<file path="src/design/rgbwenc_pkg.sv">
// package for the rgbw led strip bit encoder
// item and result structs, op codes, fsm states, sizing constants
// no dependencies
package rgbwenc_pkg;

    localparam int PIXEL_COUNT = 64;
    localparam int RESET_SLOTS = 64;
    localparam int BITS_PER_PIXEL = 32;

    localparam int PIX_AW = (PIXEL_COUNT > 1) ? $clog2(PIXEL_COUNT) : 1;
    localparam int GAP_W = (RESET_SLOTS > 1) ? $clog2(RESET_SLOTS) : 1;
    localparam int BIT_PTR_W = (GAP_W > 5) ? GAP_W : 5;

    localparam logic [6:0] LOW_DUTY_RST = 7'd19;
    localparam logic [7:0] GREEN_GAIN_RST = 8'hB0;
    localparam logic [7:0] BLUE_GAIN_RST = 8'hF0;

    typedef enum logic [1:0] {
        OP_WRITE  = 2'd0,
        OP_RENDER = 2'd1,
        OP_TICK   = 2'd2,
        OP_NONE   = 2'd3
    } op_t;

    typedef enum logic [1:0] {
        CFG_LOW_DUTY   = 2'd0,
        CFG_GREEN_GAIN = 2'd1,
        CFG_BLUE_GAIN  = 2'd2
    } cfg_idx_t;

    typedef enum logic [1:0] {
        ST_IDLE,
        ST_WRITE,
        ST_EMIT
    } state_t;

    typedef struct packed {
        logic [1:0] operation;
        logic [7:0] pixel_index;
        logic [7:0] red;
        logic [7:0] green;
        logic [7:0] blue;
        logic [7:0] white;
    } in_item_t;

    typedef struct packed {
        logic [7:0] duty;
        logic       line_active;
        logic       frame_end;
    } out_item_t;

    typedef struct packed {
        logic [6:0] low_duty;
        logic [7:0] green_gain;
        logic [7:0] blue_gain;
    } cfg_t;

    typedef struct packed {
        logic              we;
        logic [PIX_AW-1:0] waddr;
        logic [31:0]       wdata;
        logic              re;
        logic [PIX_AW-1:0] raddr;
    } ram_req_t;

endpackage

</file>
<file path="src/design/rgbwenc_pixel_ram.sv">
// pixel store: one write port, one registered read port
// per-entry valid bits give the all-zero reset contents; uses rgbwenc_pkg
module rgbwenc_pixel_ram
    import rgbwenc_pkg::*;
(
    input  logic        clk,
    input  logic        rst_n,
    input  ram_req_t    req,
    output logic [31:0] rdata
);

    logic [31:0]            mem [PIXEL_COUNT];
    logic [PIXEL_COUNT-1:0] valid_reg;
    logic [31:0]            rdata_reg;
    logic                   rvalid_reg;

    always_ff @(posedge clk)
    begin
        if (req.we)
        begin
            mem[req.waddr] <= req.wdata;
        end
        if (req.re)
        begin
            rdata_reg <= mem[req.raddr];
        end
    end

    always_ff @(posedge clk or negedge rst_n)
    begin
        if (!rst_n)
        begin
            valid_reg  <= '0;
            rvalid_reg <= 1'b0;
        end
        else
        begin
            if (req.we)
            begin
                valid_reg[req.waddr] <= 1'b1;
            end
            if (req.re)
            begin
                rvalid_reg <= valid_reg[req.raddr];
            end
        end
    end

    // entry never written reads as zero
    assign rdata = rvalid_reg ? rdata_reg : 32'd0;

endmodule

</file>
<file path="src/design/rgbwenc_ctrl.sv">
// sequencer: colour gain, frame and bit pointers, slot result register
// drives the pixel store through a ram_req_t; uses rgbwenc_pkg
module rgbwenc_ctrl
    import rgbwenc_pkg::*;
(
    input  logic        clk,
    input  logic        rst_n,
    input  logic        start,
    input  in_item_t    item,
    input  cfg_t        cfg,
    input  logic [31:0] ram_rdata,
    output logic        busy,
    output ram_req_t    ram_req,
    output out_item_t   result,
    output logic        result_valid
);

    state_t                state_reg, state_next;
    logic [PIX_AW-1:0]     pixel_ptr_reg, pixel_ptr_next;
    logic [BIT_PTR_W-1:0]  bit_ptr_reg, bit_ptr_next;
    logic                  sending_reg, sending_next;
    logic                  in_gap_reg, in_gap_next;
    out_item_t             result_reg, result_next;
    logic                  result_valid_reg, result_valid_next;

    // write path payload, no reset needed
    logic [15:0]           green_prod_reg;
    logic [15:0]           blue_prod_reg;
    logic [7:0]            red_reg;
    logic [7:0]            white_reg;
    logic [PIX_AW-1:0]     waddr_reg;
    logic                  wr_ok_reg;

    logic                  accept;
    logic                  data_slot;
    logic                  slot_bit;
    logic [7:0]            duty_zero;
    logic [7:0]            duty_one;

    assign accept    = start && (state_reg == ST_IDLE);
    assign data_slot = sending_reg && !in_gap_reg;
    assign slot_bit  = ram_rdata[~bit_ptr_reg[4:0]];
    assign duty_zero = {1'b0, cfg.low_duty};
    assign duty_one  = {cfg.low_duty, 1'b0};

    always_comb
    begin
        state_next = state_reg;
        case (state_reg)
            ST_IDLE:
            begin
                if (accept && (item.operation == OP_WRITE))
                begin
                    state_next = ST_WRITE;
                end
                else if (accept && (item.operation == OP_TICK) && data_slot)
                begin
                    state_next = ST_EMIT;
                end
            end
            ST_WRITE: state_next = ST_IDLE;
            ST_EMIT:  state_next = ST_IDLE;
            default:  state_next = ST_IDLE;
        endcase
    end

    always_comb
    begin
        busy          = (state_reg != ST_IDLE);
        ram_req.we    = (state_reg == ST_WRITE) && wr_ok_reg;
        ram_req.waddr = waddr_reg;
        ram_req.wdata = {green_prod_reg[15:8], red_reg, blue_prod_reg[15:8], white_reg};
        ram_req.re    = accept && (item.operation == OP_TICK) && data_slot;
        ram_req.raddr = pixel_ptr_reg;
    end

    always_comb
    begin
        pixel_ptr_next    = pixel_ptr_reg;
        bit_ptr_next      = bit_ptr_reg;
        sending_next      = sending_reg;
        in_gap_next       = in_gap_reg;
        result_next       = result_reg;
        result_valid_next = 1'b0;

        if (state_reg == ST_EMIT)
        begin
            result_next.duty        = slot_bit ? duty_one : duty_zero;
            result_next.line_active = 1'b1;
            result_next.frame_end   = 1'b0;
            result_valid_next       = 1'b1;
            if (bit_ptr_reg[4:0] == 5'd31)
            begin
                bit_ptr_next = '0;
                if (pixel_ptr_reg == PIX_AW'(PIXEL_COUNT - 1))
                begin
                    pixel_ptr_next = '0;
                    in_gap_next    = 1'b1;
                end
                else
                begin
                    pixel_ptr_next = pixel_ptr_reg + 1'b1;
                end
            end
            else
            begin
                bit_ptr_next = bit_ptr_reg + 1'b1;
            end
        end
        else if (accept)
        begin
            case (item.operation)
                OP_RENDER:
                begin
                    // render while sending aborts the frame
                    sending_next   = !sending_reg;
                    in_gap_next    = 1'b0;
                    pixel_ptr_next = '0;
                    bit_ptr_next   = '0;
                end
                OP_TICK:
                begin
                    if (!sending_reg)
                    begin
                        result_next       = '0;
                        result_valid_next = 1'b1;
                    end
                    else if (in_gap_reg)
                    begin
                        result_next.duty        = 8'd0;
                        result_next.line_active = 1'b1;
                        result_valid_next       = 1'b1;
                        if (bit_ptr_reg == BIT_PTR_W'(RESET_SLOTS - 1))
                        begin
                            result_next.frame_end = 1'b1;
                            sending_next          = 1'b0;
                            in_gap_next           = 1'b0;
                            pixel_ptr_next        = '0;
                            bit_ptr_next          = '0;
                        end
                        else
                        begin
                            result_next.frame_end = 1'b0;
                            bit_ptr_next          = bit_ptr_reg + 1'b1;
                        end
                    end
                end
                default:
                begin
                end
            endcase
        end
    end

    always_ff @(posedge clk or negedge rst_n)
    begin
        if (!rst_n)
        begin
            state_reg        <= ST_IDLE;
            pixel_ptr_reg    <= '0;
            bit_ptr_reg      <= '0;
            sending_reg      <= 1'b0;
            in_gap_reg       <= 1'b0;
            result_reg       <= '0;
            result_valid_reg <= 1'b0;
        end
        else
        begin
            state_reg        <= state_next;
            pixel_ptr_reg    <= pixel_ptr_next;
            bit_ptr_reg      <= bit_ptr_next;
            sending_reg      <= sending_next;
            in_gap_reg       <= in_gap_next;
            result_reg       <= result_next;
            result_valid_reg <= result_valid_next;
        end
    end

    // colour gain products, written to the store the cycle after
    always_ff @(posedge clk)
    begin
        if (accept && (item.operation == OP_WRITE))
        begin
            green_prod_reg <= item.green * cfg.green_gain;
            blue_prod_reg  <= item.blue * cfg.blue_gain;
            red_reg        <= item.red;
            white_reg      <= item.white;
            waddr_reg      <= item.pixel_index[PIX_AW-1:0];
            wr_ok_reg      <= ({1'b0, item.pixel_index} < 9'(PIXEL_COUNT));
        end
    end

    assign result       = result_reg;
    assign result_valid = result_valid_reg;

endmodule

</file>
<file path="src/design/rgbw_led_strip_bit_encoder.sv">
// top level of the rgbw led strip bit encoder: config registers,
// sequencer and pixel store; uses rgbwenc_pkg, rgbwenc_ctrl, rgbwenc_pixel_ram
//
//  channel  signals                               direction  handshake
//  -------  ------------------------------------  ---------  -----------------------
//  item     start, busy, item                      in         start && !busy
//  result   result_valid, result                   out        one-cycle strobe
//  config   cfg_valid, cfg_ready, cfg_index/data   in         cfg_valid && cfg_ready
//
//  write item: gain multiply, then store write; render: busy never rises
//  tick in a data slot: registered read of the pixel store, then the ST_EMIT state;
//  the result strobe follows in the cycle after the item's last busy cycle
//  tick while idle or in the reset gap: busy never rises, result the next cycle
//  reset clears pointers and store valid bits at once; no clearing pass
//  results cannot be stalled; config writes are always taken
module rgbw_led_strip_bit_encoder
    import rgbwenc_pkg::*;
(
    input  logic       clk,
    input  logic       rst_n,
    input  logic       start,
    input  in_item_t   item,
    output logic       busy,
    output out_item_t  result,
    output logic       result_valid,
    input  logic       cfg_valid,
    output logic       cfg_ready,
    input  logic [1:0] cfg_index,
    input  logic [7:0] cfg_data
);

    logic [6:0]  low_duty_reg;
    logic [7:0]  green_gain_reg;
    logic [7:0]  blue_gain_reg;
    cfg_t        cfg;
    ram_req_t    ram_req;
    logic [31:0] ram_rdata;

    assign cfg_ready = 1'b1;

    always_ff @(posedge clk or negedge rst_n)
    begin
        if (!rst_n)
        begin
            low_duty_reg   <= LOW_DUTY_RST;
            green_gain_reg <= GREEN_GAIN_RST;
            blue_gain_reg  <= BLUE_GAIN_RST;
        end
        else if (cfg_valid && cfg_ready)
        begin
            case (cfg_idx_t'(cfg_index))
                CFG_LOW_DUTY:   low_duty_reg   <= cfg_data[6:0];
                CFG_GREEN_GAIN: green_gain_reg <= cfg_data;
                CFG_BLUE_GAIN:  blue_gain_reg  <= cfg_data;
                default:
                begin
                end
            endcase
        end
    end

    assign cfg.low_duty   = low_duty_reg;
    assign cfg.green_gain = green_gain_reg;
    assign cfg.blue_gain  = blue_gain_reg;

    rgbwenc_ctrl u_ctrl (
        .clk          (clk),
        .rst_n        (rst_n),
        .start        (start),
        .item         (item),
        .cfg          (cfg),
        .ram_rdata    (ram_rdata),
        .busy         (busy),
        .ram_req      (ram_req),
        .result       (result),
        .result_valid (result_valid)
    );

    rgbwenc_pixel_ram u_pixel_ram (
        .clk   (clk),
        .rst_n (rst_n),
        .req   (ram_req),
        .rdata (ram_rdata)
    );

`ifndef SYNTHESIS
    // end of frame only on an active slot of zero duty
    a_frame_end_in_gap: assert property (@(posedge clk) disable iff (!rst_n)
        (result_valid && result.frame_end) |-> (result.line_active && (result.duty == 8'd0)))
        else $error("frame_end outside the reset gap");

    // idle line never drives a nonzero compare value
    a_idle_zero_duty: assert property (@(posedge clk) disable iff (!rst_n)
        (result_valid && !result.line_active) |-> (result.duty == 8'd0))
        else $error("nonzero duty while idle");

    // store write and read never share a cycle
    a_ram_one_access: assert property (@(posedge clk) disable iff (!rst_n)
        ram_req.we |-> !ram_req.re)
        else $error("pixel store read and write collide");

    // a data-slot read is always followed by an active-line result once ST_EMIT has passed
    a_read_gives_result: assert property (@(posedge clk) disable iff (!rst_n)
        ram_req.re |-> ##2 (result_valid && result.line_active))
        else $error("pixel read without slot result");
`endif

endmodule
</file>
<file path="config.mk">
export PLATFORM = sky130hd
export DESIGN_NAME = rgbw_led_strip_bit_encoder
export DESIGN_NICKNAME = d
export VERILOG_FILES = /design/src/design/rgbwenc_pkg.sv /design/src/design/rgbwenc_pixel_ram.sv /design/src/design/rgbwenc_ctrl.sv /design/src/design/rgbw_led_strip_bit_encoder.sv
export SDC_FILE = /design/constraint.sdc
export NUM_CORES = 2
export LEC_CHECK = 0
export BUFFER_PORTS_ARGS = -buffer_cell sky130_fd_sc_hd__buf_4
export CELL_PAD_IN_SITES_DETAIL_PLACEMENT = 1
export CELL_PAD_IN_SITES_GLOBAL_PLACEMENT = 2
export CORE_ASPECT_RATIO = 1.1
export CORE_MARGIN = 1
export CORE_UTILIZATION = 33
export CTS_CLUSTER_SIZE = 8
export DETAILED_ROUTE_END_ITERATION = 10
export GPL_ROUTABILITY_DRIVEN = 0
export HOLD_SLACK_MARGIN = 0.05
export PLACE_DENSITY = 0.65
export SETUP_SLACK_MARGIN = 0.05
export SLEW_MARGIN = 20
export SYNTH_ARGS = -nofsm -noshare
export SYNTH_HDL_FRONTEND = slang
export SYNTH_SLANG_ARGS = --single-unit
</file>
<file path="constraint.sdc">
create_clock -name clk -period 4.2 [get_ports clk]
set_input_delay 0.21 -clock clk [delete_from_list [all_inputs] [get_ports clk]]
set_output_delay 0.21 -clock clk [all_outputs]
set_load 0.01 [all_outputs]
</file>
; ---- After elaboration in Yosys (flattened, before gate mapping)
; Memory sizes are Yosys's and may differ from the RTL's. A register that Yosys moved wholly into a read port is not among the register bits.
; Index checks and enable logic that the tools add are counted.
[classes]
mux = 50
mul = 2
n_bitwise = 3
add_sub_neg = 2
reduce_logical = 25
order_cmp = 5
n_eq_ne = 16
[ops]
columns = cell, count
row1 = 6-bit 2-to-1 mux, 13
row2 = 64-bit OR, 1
row3 = 10-bit 2-to-1 mux, 5
row4 = 8-bit by 8-bit multiplier with 16-bit output, 2
row5 = 32-bit 2-to-1 mux, 1
row6 = 6-bit case mux with 2 select lines, 2
row7 = 1-bit 2-to-1 mux, 20
row8 = 6-bit by 7-bit less-than comparator with 1-bit output (second input constant), 2
row9 = 6-bit by 1-bit adder with 6-bit output (second input constant), 2
row10 = 6-bit == test (second input constant), 2
row11 = 3-bit inequality test (second input constant), 3
row12 = 8-bit by 7-bit less-than comparator with 1-bit output (second input constant), 1
row13 = 8-bit 2-to-1 mux, 1
row14 = 2-bit nonzero test, 4
row15 = 1-bit logical AND, 7
row16 = 1-bit binary-select mux with 6-bit select, 1
row17 = 1-bit demux with 6-bit select, 1
row18 = 2-bit by 1-bit == test with 1-bit output (second input constant), 3
row19 = 2-bit == test (second input constant), 3
row20 = 6-bit by 1-bit >= comparator with 1-bit output (second input constant), 1
row21 = 2-bit zero test, 3
row22 = 5-bit by 6-bit less-than comparator with 1-bit output (second input constant), 1
row23 = 2-bit 2-to-1 mux, 3
row24 = 3-bit by 2-bit inequality test with 1-bit output (second input constant), 2
row25 = 13 further kinds, 19
[totals]
mem_count = 1
mem_bits_rw = 2048
inputBits = 56
out_inout_bits = 13
regBits = 170
word_cells = 124
[mem_list]
columns = name, words, word_bits, rd, rd_ports_with_merged_regs, write_ports, line
row1 = u_pixel_ram.mem, 64, 32, 1, 1, 1, rgbwenc_pixel_ram.sv:12  ; logic [31:0] mem [PIXEL_COUNT];

; ---- Logic depth before layout (Yosys ltp)
[depth]
ltp_word = 7
depth_mapped = 16
depth_no_buf = 16

; ---- Hierarchy
; From an unflattened synthesis, not the netlist that was laid out.
[unflattened]
cells_unflattened = 4007
area_unflattened_um2 = 89092.9
[modules_own_cells]
columns = mod, cells_each, n_inst, seq_area_each_um2, area_each_um2
row1 = rgbwenc_pixel_ram, 3335, 1, 64086.5, 81605.8
row2 = rgbwenc_ctrl, 621, 1, 1846.8, 6587.6
row3 = rgbw_led_strip_bit_encoder, 51, 1, 588.1, 899.6

; ---- Worst setup path before layout
; No wires, ideal clock.
[synth_timing]
path_kind = register -> register
start = register blue_gain_reg[4]
end = register u_ctrl.blue_prod_reg[15], data pin
t_required_ns = 3.993
n_path_buf = 0
setup_ns = 0.207
period_less_slack_ns = 4.455
setup_slack_ns = -0.255
stages_incl_launch_ff = 15
arrival_time_ns = 4.248
cell_sequence = dfstp_2 and2_1 fa_1 fa_1 fa_1 inv_1 fa_1 inv_1 ha_1 a21o_1 a21oi_1 o32ai_1 o41a_1 mux2i_1 a2111oi_0
[synth_between]
elab_chain_cells = 1
[synth_lines]
columns = element, line
row1 = "start, declared", rgbw_led_strip_bit_encoder.sv:34  ; logic [7:0] blue_gain_reg;
row2 = "start signal, assigned", rgbw_led_strip_bit_encoder.sv:54  ; CFG_BLUE_GAIN: blue_gain_reg <= cfg_data;
row3 = 8-bit by 8-bit multiplier with 16-bit output, rgbwenc_ctrl.sv:185  ; blue_prod_reg <= item.blue * cfg.blue_gain;
row4 = "end signal, assigned", rgbwenc_ctrl.sv:185
row5 = "end, declared", rgbwenc_ctrl.sv:28  ; logic [15:0] blue_prod_reg;
; No other way between the ends.
; A chain may end at the register's enable or synchronous reset.

; ---- Final worst setup path
[layout_timing]
start = register blue_gain_reg[4]
end = register u_ctrl.blue_prod_reg[14], data pin
; The elaborated chain is that of the path after synthesis.

==> insert_results.sql <==
INSERT INTO impl_metrics (metric_group, metric, value, unit) VALUES
('outcome', 'outcome', 'finished with violations', ''),
('outcome', 'failed_checks', 'negative setup slack', ''),
('sta', 'grt_setup_unrepaired', 'true', ''),
('worst_setup_path', 'worstReg2RegStart', 'blue_gain_reg[4]', ''),
('yosys', 'ys_top_cells_by_area', 'sky130_fd_sc_hd__edfxtp_1 72%, sky130_fd_sc_hd__mux4_2 18%, sky130_fd_sc_hd__dfrtp_1 3.0%', ''),
('place', 'place_worst_setup_slack', '-0.374', 'ns'),
('sta', 'post-route-worst-setup-slack', '-0.173', 'ns'),
('worst_setup_path', 'crit_path_start_kind', 'flop', ''),
('routing', 'drt-wirelength-per-cell', '28.5', 'um'),
('grt', 'grt_antenna_before_repair', '23', ''),
('worst_setup_path', 'endpoint', 'u_ctrl.blue_prod_reg[14]', ''),
('clock_tree', 'clkLatencyLatePin', '0.83', 'ns'),
('yosys', 'syn-cell-area', '88700', 'sq um'),
('clock_tree', 'cts_root_buf', 'sky130_fd_sc_hd__clkbuf_16', ''),
('clock_tree', 'cts_made_buffers', '322', ''),
('clock_tree', 'clk_pin_slew', '0.05', 'ns'),
('sta', 'maxSlewViolCount', '0', ''),
('worst_setup_path', 'crit_required', '4.76', 'ns'),
('pwr', 'netSwitchingPower', '12.6', 'mW'),
('yosys', 'synth_async_sr_flop_share', '5.15', '%'),
('sta', 'report.final.setup_viol', '9', ''),
('clock_tree', 'htreeDepth', '5', ''),
('worst_setup_path', 'crit_path_end_kind', 'flop', ''),
('worst_setup_path', 'worstPathArrival', '4.93', 'ns'),
('yosys', 'number_of_enable_flip_flop_cells_after_synthesis', '2119', ''),
('routing', 'vias', '41590', ''),
('job', 'maxCapViolCount', '0', ''),
('sta', 'timing.final.crit_share', '104', '%'),
('yosys', 'ys_warn_count', '0', ''),
('grt', 'first_global_vias', '45151', ''),
('pwr', 'pwr-share-clk', '41.8', '%'),
('clock_tree', 'cts_num_sinks', '2234', ''),
('routing', 'first_pass_detailed_route_iteration_total', '7', ''),
('clock_tree', 'cts_max_path_buffers', '4', ''),
('yosys', 'synth_top_area_share', '71.8', '%'),
('floorplan', 'ioPinCount', '69', ''),
('grt', 'grt_pass1_wl', '326', 'mm'),
('cells_and_area', 'largest_register_ff_count', '2048', ''),
('floorplan', 'dieWidth', '496', 'um'),
('grt', 'grt-ovfl-total', '0', ''),
('pwr', 'share_of_total_power_in_sequential_cells', '47.0', '%'),
('floorplan', 'core', '267000', 'sq um'),
('cells_and_area', 'final_cell_count_no_fill', '7965', ''),
('yosys', 'synth.lib_cells_used.distinct', '54', ''),
('routing', 'finalWirelength', '227', 'mm'),
('yosys', 'postSynthAreaPerCell', '23.1', 'sq um'),
('routing', 'antenna_violating_nets_post_route', '0', ''),
('pwr', 'ir_worst_vdd', '327', 'uV'),
('place', 'place_inst', '7502', ''),
('cells_and_area', 'fin_nets', '4574', ''),
('pwr', 'switching_share', '23.0', '%'),
('yosys', 'netlist.top_cell.by_area', 'sky130_fd_sc_hd__edfxtp_1', ''),
('yosys', 'ys_seq_area_share', '75.0', '%'),
('routing', 'route.detailed.drc', '0', ''),
('floorplan', 'start_util', '33.2', '%'),
('floorplan', 'placementRows', '199', ''),
('sta', 'tns', '-0.716', 'ns'),
('sta', 'finalHoldViolCount', '0', ''),
('grt', 'maximum_number_of_pins_on_one_net_before_global_route_repair', '68', ''),
('pwr', 'cellPowerDensity', '519', 'nW/um^2'),
('cells_and_area', 'layout-area-overhead-vs-synth', '18.6', '%'),
('place', 'buffer_ports.inserted', '67', ''),
('worst_setup_path', 'rr_worst_depth', '15', ''),
('hold_path', 'min_path_type', 'in2reg', ''),
('sta', 'timing.fmax', '229', 'MHz'),
('sta', 'timing.slew.headroom', '37.1', '%'),
('pwr', 'internal_power', '42.0', 'mW'),
('clock_tree', 'cts_tree', 'built', ''),
('sta', 'worstMarginPinSlew', '0.941', 'ns'),
('worst_setup_path', 'reg2reg_setup_slack', '-0.17', 'ns'),
('sta', 'timing.clock.skew', '0.0407', 'ns');
-- per-stage QoR --
| stage | cell area [sq um] | power, mW | hold WS, ns |
|---|---|---|---|
| final | 105000 | 54.6 | 0.120 |
| after global routing | 105000 | 56.5 | 0.0974 |
| after global placement | 95800 | 31.6 | 0.149 |
| after detailed placement | 95800 | 31.7 | 0.154 |
| after floorplan | 88700 | 29.7 | -0.0856 |
| after CTS | 105000 | 55.0 | 0.0513 |
-- area by class of cell --
class / count / area, sq um
inverter: 86 / 323
timing repair buffer: 376 / 3590
tap: 3517 / 4400
clock buffer: 371 / 8400
antenna: 5 / 12.5
multi-input combinational: 1356 / 21700
fill: 25020 / 162000
clock inverter: 20 / 216
sequential: 2234 / 66500
-- worst max-delay path, stage by stage (launching register included) --
cell,delay [ns]
sky130_fd_sc_hd__dfstp_2,0.58
sky130_fd_sc_hd__and2_4,0.15
sky130_fd_sc_hd__fa_1,0.43
sky130_fd_sc_hd__fa_1,0.46
sky130_fd_sc_hd__fa_1,0.51
sky130_fd_sc_hd__inv_2,0.04
sky130_fd_sc_hd__fa_1,0.51
sky130_fd_sc_hd__inv_2,0.05
sky130_fd_sc_hd__ha_4,0.21
sky130_fd_sc_hd__a21o_1,0.18
sky130_fd_sc_hd__a21oi_2,0.17
sky130_fd_sc_hd__o32ai_2,0.11
sky130_fd_sc_hd__o41a_1,0.36
sky130_fd_sc_hd__buf_6,0.15
sky130_fd_sc_hd__a21oi_2,0.14
sky130_fd_sc_hd__xnor2_1,0.07
-- metal layers --
layer	GRT usage, %	wire (um)
met4	5.06	5820
met1	21.6	93200
met2	28.6	116000
met5	0	8
met3	2.96	12800
-- worst min-delay path by stage --
stage / startpoint / end / slack (ns) / cells after the start
after floorplan: rst_n / blue_gain_reg[0] / -0.09 / 0
after detailed placement: rst_n / u_pixel_ram.valid_reg[7] / 0.15 / 1
after global routing: item[1] / u_ctrl.white_reg[1] / 0.1 / 2
after CTS: item[31] / u_ctrl.red_reg[7] / 0.05 / 2
final: item[29] / u_ctrl.red_reg[5] / 0.12 / 2
after global placement: rst_n / u_pixel_ram.valid_reg[4] / 0.15 / 1
-- kinds of logic after synthesis --
family                   count (synthesis)  share of synthesized area, %
multiplexers                           737                          18.2
AO/OA/AOI/OAI                           87                         0.593
XOR/XNOR                                11                         0.109
adder cells (fa/ha/maj)                142                          2.60
flip-flops                            2234                          75.0
AND/OR/NAND/NOR                        378                          2.25
other                                    1                       0.00423
buffers and inverters                  256                          1.24
-- power groups by stage --
stage               combinational, mW  clock (mW)  sequential [mW]
detailed placement               5.59           0             26.1
floorplan                        3.16           0             26.5
global route                     6.77        24.1             25.7
CTS                              5.95        23.4             25.7
finish                           6.09        22.8             25.7
global placement                 5.48           0             26.1
-- synth_stat cells, drive strengths merged, types with 4 or more instances --
library cell / count
nor3: 4
o21ai: 38
dfstp: 10
nand3: 20
o31ai: 5
nand2: 61
mux2i: 14
a21oi: 17
mux4: 697
and2: 99
nor2: 89
nand3b: 6
clkbuf: 84
edfxtp: 2119
mux2: 26
fa: 70
nor2b: 8
or2: 68
xnor2: 8
and3: 6
ha: 72
a21o: 8
buf: 86
inv: 86
dfrtp: 105
a211oi: 4
-- layout by cell type (no fill, tap or decap), drive strengths merged, types with 3 or more instances in the layout --
cell type,Yosys,routed
nor3,4,4
or3b,3,3
nand3,20,20
xnor2,8,8
or3,3,3
o21a,3,3
clkinv,0,10
edfxtp,2119,2119
xor2,3,3
and2,99,99
or2,68,68
mux4,697,697
nor2,89,89
fa,70,70
mux2,26,26
inv,86,96
nor2b,8,8
o31ai,5,5
nand2,61,61
clkbuf,84,371
a21oi,17,17
a21o,8,8
ha,72,72
dlygate4sd3,0,55
o21ai,38,38
dfrtp,105,105
dfstp,10,10
mux2i,14,14
a211oi,4,4
and3,6,6
nand2b,3,3
diode,0,5
nand3b,6,6
buf,86,321
-- repair_timing --
item                                   in CTS  in global routing
resized for setup                          26                 19
setup endpoints to repair                  11                 13
buffers inserted                           11                  1
pin swaps                                  32                  8
endpoints found under the hold margin     159                  0
hold buffers                               56                  0
No activity file was read; power rests on OpenSTA's default activity.
